## src/design/sstoi_pkg.sv

```systemverilog
package sstoi_pkg;

  // Fixed field layout.
  localparam int CompBits  = 21;
  localparam int VecBits   = 63;
  localparam int RadBits   = 20;
  localparam int TimeBits  = 24;
  localparam int FracBits  = 16;
  localparam int CfgBits   = 32;
  localparam int PaddrBits = 3;

  // Derived arithmetic widths.
  localparam int DiffBits  = CompBits + 1;
  localparam int ProdBits  = 2 * DiffBits;
  localparam int RsumBits  = RadBits + 1;
  localparam int RsqBits   = 2 * RsumBits;
  localparam int SumBits   = ProdBits;
  localparam int HalfBits  = SumBits / 2;
  localparam int WideBits  = 2 * SumBits;
  localparam int RootBits  = SumBits;

  localparam int QueueDepth   = 4;
  localparam int QueuePtrBits = 2;

  localparam logic [TimeBits-1:0] ResetInterval = TimeBits'(65536);
  localparam logic RegIntervalIdx = 1'b0;

  typedef logic signed [CompBits-1:0] comp_t;
  typedef logic signed [DiffBits-1:0] diff_t;
  typedef logic signed [ProdBits-1:0] prod_t;
  typedef logic signed [SumBits:0]    ssum_t;
  typedef logic [SumBits-1:0]         mag_t;
  typedef logic [WideBits-1:0]        wide_t;

  typedef enum logic [1:0] {
    KIND_TOUCH,
    KIND_MISS,
    KIND_SOLVE
  } kind_e;

  typedef struct packed {
    logic [VecBits-1:0] start_pos_a;
    logic [VecBits-1:0] velocity_a;
    logic [VecBits-1:0] start_pos_b;
    logic [VecBits-1:0] velocity_b;
    logic [RadBits-1:0] radius_a;
    logic [RadBits-1:0] radius_b;
  } in_req_t;

  typedef struct packed {
    logic                hit;
    logic [TimeBits-1:0] impact_time;
  } out_rsp_t;

  typedef struct packed {
    kind_e kind;
    mag_t  mag_h;
    mag_t  a;
    mag_t  c;
  } qentry_t;

  typedef struct packed {
    logic full;
    logic empty;
  } qstat_t;

  function automatic comp_t comp(input logic [VecBits-1:0] vec, input logic [1:0] idx);
    comp_t res;
    res = vec[idx*CompBits +: CompBits];
    return res;
  endfunction

endpackage

```

## src/design/sstoi_queue.sv

```systemverilog
module sstoi_queue (
  input  logic               clk_i,
  input  logic               rst_ni,
  input  logic               push_i,
  input  sstoi_pkg::qentry_t wdata_i,
  input  logic               pop_i,
  output sstoi_pkg::qentry_t rdata_o,
  output sstoi_pkg::qstat_t  qstat_o
);

  sstoi_pkg::qentry_t mem_q [sstoi_pkg::QueueDepth];
  logic [sstoi_pkg::QueuePtrBits-1:0] wr_ptr_q, rd_ptr_q;
  logic [sstoi_pkg::QueuePtrBits:0]   count_q;

  assign qstat_o.full  = (count_q == (sstoi_pkg::QueuePtrBits+1)'(sstoi_pkg::QueueDepth));
  assign qstat_o.empty = (count_q == '0);
  assign rdata_o       = mem_q[rd_ptr_q];

  always_ff @(posedge clk_i or negedge rst_ni) begin
    if (!rst_ni) begin
      wr_ptr_q <= '0;
      rd_ptr_q <= '0;
      count_q  <= '0;
    end else begin
      if (push_i) begin
        wr_ptr_q <= wr_ptr_q + 1'b1;
      end
      if (pop_i) begin
        rd_ptr_q <= rd_ptr_q + 1'b1;
      end
      if (push_i && !pop_i) begin
        count_q <= count_q + 1'b1;
      end else if (pop_i && !push_i) begin
        count_q <= count_q - 1'b1;
      end
    end
  end

  always_ff @(posedge clk_i) begin
    if (push_i) begin
      mem_q[wr_ptr_q] <= wdata_i;
    end
  end

endmodule

```

## config.mk

```make
export PLATFORM = sky130hd
export DESIGN_NAME = sstoi_queue
export DESIGN_NICKNAME = d
export VERILOG_FILES = /design/src/design/sstoi_pkg.sv /design/src/design/sstoi_queue.sv
export SDC_FILE = /design/constraint.sdc
export NUM_CORES = 1
export LEC_CHECK = 0
export BUFFER_PORTS_ARGS = -buffer_cell sky130_fd_sc_hd__buf_2
export CAP_MARGIN = 10
export CORE_AREA = 2 2 230 176
export DETAILED_ROUTE_END_ITERATION = 10
export DIE_AREA = 0 0 232 178
export PLACE_DENSITY = 0.74
export SYNTH_ARGS = -nofsm -noshare
export SYNTH_HDL_FRONTEND = slang
export SYNTH_SLANG_ARGS = --single-unit
```

## constraint.sdc

```tcl
create_clock -name clk_i -period 4.5 [get_ports clk_i]
set_input_delay 0.45 -clock clk_i [delete_from_list [all_inputs] [get_ports clk_i]]
set_output_delay 0.45 -clock clk_i [all_outputs]
set_load 0.005 [all_outputs]
```

== Yosys cells after proc, flatten, opt, wreduce, memory -nomap -nowiden ==
Memory sizes are Yosys's and may differ from the RTL's.
Cells that the tools add are included.
Storage, ports and cells
  register bits after elaboration: 7
  latch bits: 0
  memory bits (writable): 536
  bits in read-only memories: 0
  bits of input ports: 138
  output and inout port bits: 136
  logic and storage cells: 19
  memories kept: 1
Cells by class
  $add $sub $neg: 4
  $mul: 0
  divide/modulo/power cells: 0
  magnitude comparators: 0
  equal/unequal tests: 1
  shift-type cells: 0
  muxes and demuxes: 4
  bitwise logic cells: 0
  reductions and logical operators: 6
Memory list
  mem_q: depth 4, bits a word 134, rd ports 1, clocked after memory_dff 0, wr ports 1, line sstoi_queue.sv:11  | sstoi_pkg::qentry_t mem_q [sstoi_pkg::QueueDepth];
Operators by type and width (number)
  two-way mux 3 bit: 2
  adder 2 x 1 -> 2 bit, second input constant: 2
  adder 3 x 1 -> 3 bit, second input constant: 1
  equality test 3 bit, second input constant: 1
  zero test 3 bit: 1
  subtractor 3 x 1 -> 3 bit, second input constant: 1
  logical AND 1 bit: 2
  zero test 1 bit: 2
  two-way mux 1 bit: 2
  nonzero test 2 bit: 1

== Logic depth before layout (Yosys ltp) ==
  depth in word-level cells: 4
  mapped depth: 7
  gate-level depth less buffers: 7

== Worst setup path after synthesis ==
No wires, ideal clock.
  kind: flip-flop to flip-flop
  from: register wr_ptr_q[0] (netlist bit)
  to: memory mem_q[2][0] (netlist bit) (enable)
  library setup time: 509 ps
  data arrival time: 3687 ps
  data required time: 3991 ps
  setup slack: 303 ps
  stages on the path, launching flop included: 4
  buffers on the path: 0
  clock period less this slack: 4197 ps
  cell sequence: dfrtp_1 > inv_1 > ha_1 > and2_1
RTL lines
  start, declared: line sstoi_queue.sv:12  | logic [sstoi_pkg::QueuePtrBits-1:0] wr_ptr_q, rd_ptr_q;
  start signal, assigned: line sstoi_queue.sv:26  | wr_ptr_q <= wr_ptr_q + 1'b1;
  end, declared: line sstoi_queue.sv:11
Straight into the memory's write port.

==> run_results.csv <==
group,metric,value,unit
min_path,whs_endpoint,"mem_q[1][54]",
sta,transition_time_at_the_pin_with_the_least_slew_margin,862.0,ps
cells_and_area,layout-area-overhead-vs-synth,18.41,%
detailed_routing,vias_after_detailed_routing,8751,
placed_design,dpl.cell_count,1516,
sta,maxSlewViolCount,0,
job,max_cap_viol_count,0,
cells_and_area,final_cells,1614,
power,comb_power_share,0.268,
detailed_routing,number_of_design_rule_violations_left_by_the_first_detailed_router_iteration,577,
detailed_routing,drt.antenna.violating_nets,0,
synthesis,synthDominantAreaCellType,"edfxtp_1",
synthesis,synth_top_cells_by_area,"edfxtp_1 82%, mux4_2 15%, dfrtp_1 0.89%, buf_2 0.41%, buf_6 0.34%",
clocking,clk_latency,560,ps
setup_path,regToRegSetupSlack,2340,ps
cells_and_area,layout.cells.most_common_list,"536 x edfxtp_1, 273 x buf_2, 134 x mux4_2",
synthesis,syn_inst,734,
cells_and_area,layout.nets,1193,
min_path,hold_path.startpoint,"wdata_i[54]",
sta,postLayoutSetupSlackWorst,1607,ps
setup_path,cp_data_required_time,4050,ps
placed_design,detailedPlacementHpwl,22540,um
power,powerDensity,637.2,nW/um^2
detailed_routing,wl_per_cell,23.06,um
power,p_int,10.81,mW
min_path,hold_depth,1,
synthesis,synthesis.yosys.warnings,0,
die,std_cell_rows,63,
clocking,ctsRootBufferMaster,"clkbuf_16",
clocking,cts.sink_count,543,
detailed_routing,routed_wl,37220,um
clocking,postCtsSetupBuffers,0,
setup_path,startpoint_of_the_lowest_slack_register_to_register_path,"wr_ptr_q[0]",
setup_path,startpoint_to_endpoint_class_of_the_critical_path,"flip-flop to primary output",
setup_path,reg2reg_to,"mem_q[0][43]",
synthesis,synth_seq_cells,543,
power,power.static_leakage,7.916,nW
die,core-area,39020,um^2
clocking,cts_tree,"yes",
synthesis,synth.avg_cell_area,26.82,um^2
clocking,clockBufferDepth,3,
grt,antenna_found_initial,4,
die,floorplan.initialDensity,0.5045,
grt,number_of_global_route_vias_before_repair,9293,
power,netSwitchingPower,4.045,mW
sta,fin_crit,2893,ps
setup_path,worst_r2r_path_depth,4,
setup_path,worstPathMaxFanout,55,
power,seq_power_share,0.464,
setup_path,path_delay_family,"flip-flops",
cells_and_area,commonest_non_fill_non_tap_cell_in_the_layout,"edfxtp_1",
die,die_height,178,um
sta,layout_worst_path_cycle_share,0.6429,
setup_path,crit_chain,"buf_12 -> mux4_2 -> buf_2",
grt,grt_max_degree,81,
setup_path,path_buf_inv,2,
synthesis,net_count_after_synthesis,878,
synthesis,yosys.area.top_type_share,0.8176,
sta,fin_worst_skew,7.072,ps
setup_path,cp_data_arrival_time,2440,ps
sta,slew_headroom,0.4254,
detailed_routing,drtPass1Iterations,4,
sta,setup_repair_after_global_routing_missed_its_margin,"false",
grt,global_route_wire_length_before_repair,55960,um
synthesis,yosysUniqueCellTypes,19,
setup_path,critPathCaptureType,"primary output",
setup_path,setup.worst_path.start,"rd_ptr_q[0]",
cells_and_area,fillCellCount,2751,
placed_design,placement.setup.worst_slack,2156,ps
grt,track_usage,0.1818,
detailed_routing,drc,0,
placed_design,routabilityCongestion,0.7249,
power,ir_worst_vdd,0.0004367,V
sta,hold_viol_final,0,
die,chipWidth,232,um
setup_path,critical-path-max-stage-delay,630,ps
detailed_routing,detail_route.vias_per_cell,5.422,
sta,achievable_frequency,0.3456,GHz
cells_and_area,fin_util,0.5974,
clocking,cts.reportedPaths.clkPinSlew,60,ps
synthesis,ys_seq_area_frac,0.8265,
clocking,number_of_buffers_inserted_during_clock_tree_synthesis,50,
synthesis,post_synth_instance_area,19690,um^2
die,dieArea,41300,um^2
power,power.switching_fraction,0.2724,
run_status,outcome,"complete, no violations",
clocking,cts.htree.levels,2,
power,clockPowerShare,0.268,
die,ios,274,
setup_path,setup.worst_path.start_class,"flip-flop",
grt,grt_overflow_total,0,
sta,worst_hold_slack,100.2,ps
min_path,hp-class,"input pin to flip-flop",
sta,report.final.setup_viol,0,
sta,totalNegativeSetupSlack,0,ps
setup_path,timing.critical_path.slowest_stage_cell,"dfrtp_4",
cells_and_area,drive_gt1_frac,0.4573,
placed_design,placement.io_buffers,273,
-- power by group through the flow --
stage                     Sequential (mW)  Combinational (mW)  Clock (mW)
after floorplan                      6.97                2.53           0
after global placement               6.96                4.05           0
after detailed placement             7.01                4.09           0
after CTS                            6.91                4.11        4.09
after global routing                 6.97                4.34        4.27
final                                6.89                3.98        3.98
-- sequential cells by signal, summed over array words and instances (netlist names) --
name	flops
rd_ptr_q	2
mem_q	536
wr_ptr_q	2
count_q	3
-- synthesized netlist by cell type (all sizes together) --
cell type,n
and2,4
buf,23
clkbuf,7
dfrtp,7
edfxtp,536
fa,1
ha,5
inv,4
mux2,1
mux4,134
nand2,2
nor2,1
nor3,1
nor3b,1
o21ai,1
xnor2,2
xor2,4
-- final cells by class --
| class | count | area (um^2) | area share |
|---|---|---|---|
| flip-flops and latches | 543 | 16280 | 0.6984 |
| multi-input cells | 157 | 3228 | 0.1385 |
| repair buffers | 293 | 1582 | 0.06785 |
| clock buffers | 61 | 1314 | 0.05636 |
| well taps | 520 | 650.6 | 0.02791 |
| clock inverters | 31 | 229.0 | 0.009823 |
| inverters | 4 | 15.01 | 0.0006442 |
| diodes | 5 | 12.51 | 0.0005368 |
-- metal layers --
metal	share of wire	vias to the layer above	wire length [um]	GRT usage
li1	-	3828	-	-
met1	0.43	4616	15830	0.2508
met2	0.48	256	18000	0.2892
met3	0.073	51	2726	0.05131
met4	0.018	0	666	0.04834
met5	0	-	0	0
-- per-stage QoR --
| stage | cell area [um^2] | total power, mW |
|---|---|---|
| 2_1_floorplan | 19690 | 9.496 |
| 3_3_place_gp | 21740 | 11.01 |
| 3_5_place_dp | 21740 | 11.10 |
| 4_1_cts | 23300 | 15.11 |
| 5_1_grt | 23300 | 15.58 |
| 6_report | 23310 | 14.85 |
-- timing repair --
| action | in CTS | in global routing |
|---|---|---|
| hold endpoints to repair | 7 | 0 |
| gates resized for setup | 0 | 0 |
| hold buffers | 1 | 0 |
-- worst max-delay path by stage --
stage                     cells past startpoint  slack [ps]           end
after global placement                        3        2150   rdata_o[30]
after CTS                                     3        1530  rdata_o[113]
after detailed placement                      3        2160   rdata_o[96]
after floorplan                               3         300   mem_q[2][0]
after global routing                          3        1470   rdata_o[44]
final                                         3        1610   rdata_o[38]
-- logic make-up (layout without fill, tap and decap cells) --
logic type | count (synthesis) | after routing | synth area share
flops | 543 | 543 | 0.8265
mux | 135 | 135 | 0.1539
buf+inv | 34 | 389 | 0.009979
simple gates | 9 | 9 | 0.002479
fa+ha+maj | 6 | 6 | 0.004195
xor+xnor | 6 | 6 | 0.002670
compound gates | 1 | 1 | 0.0002540
other cells | 0 | 5 | 0
(Power assumes the default switching activity.)
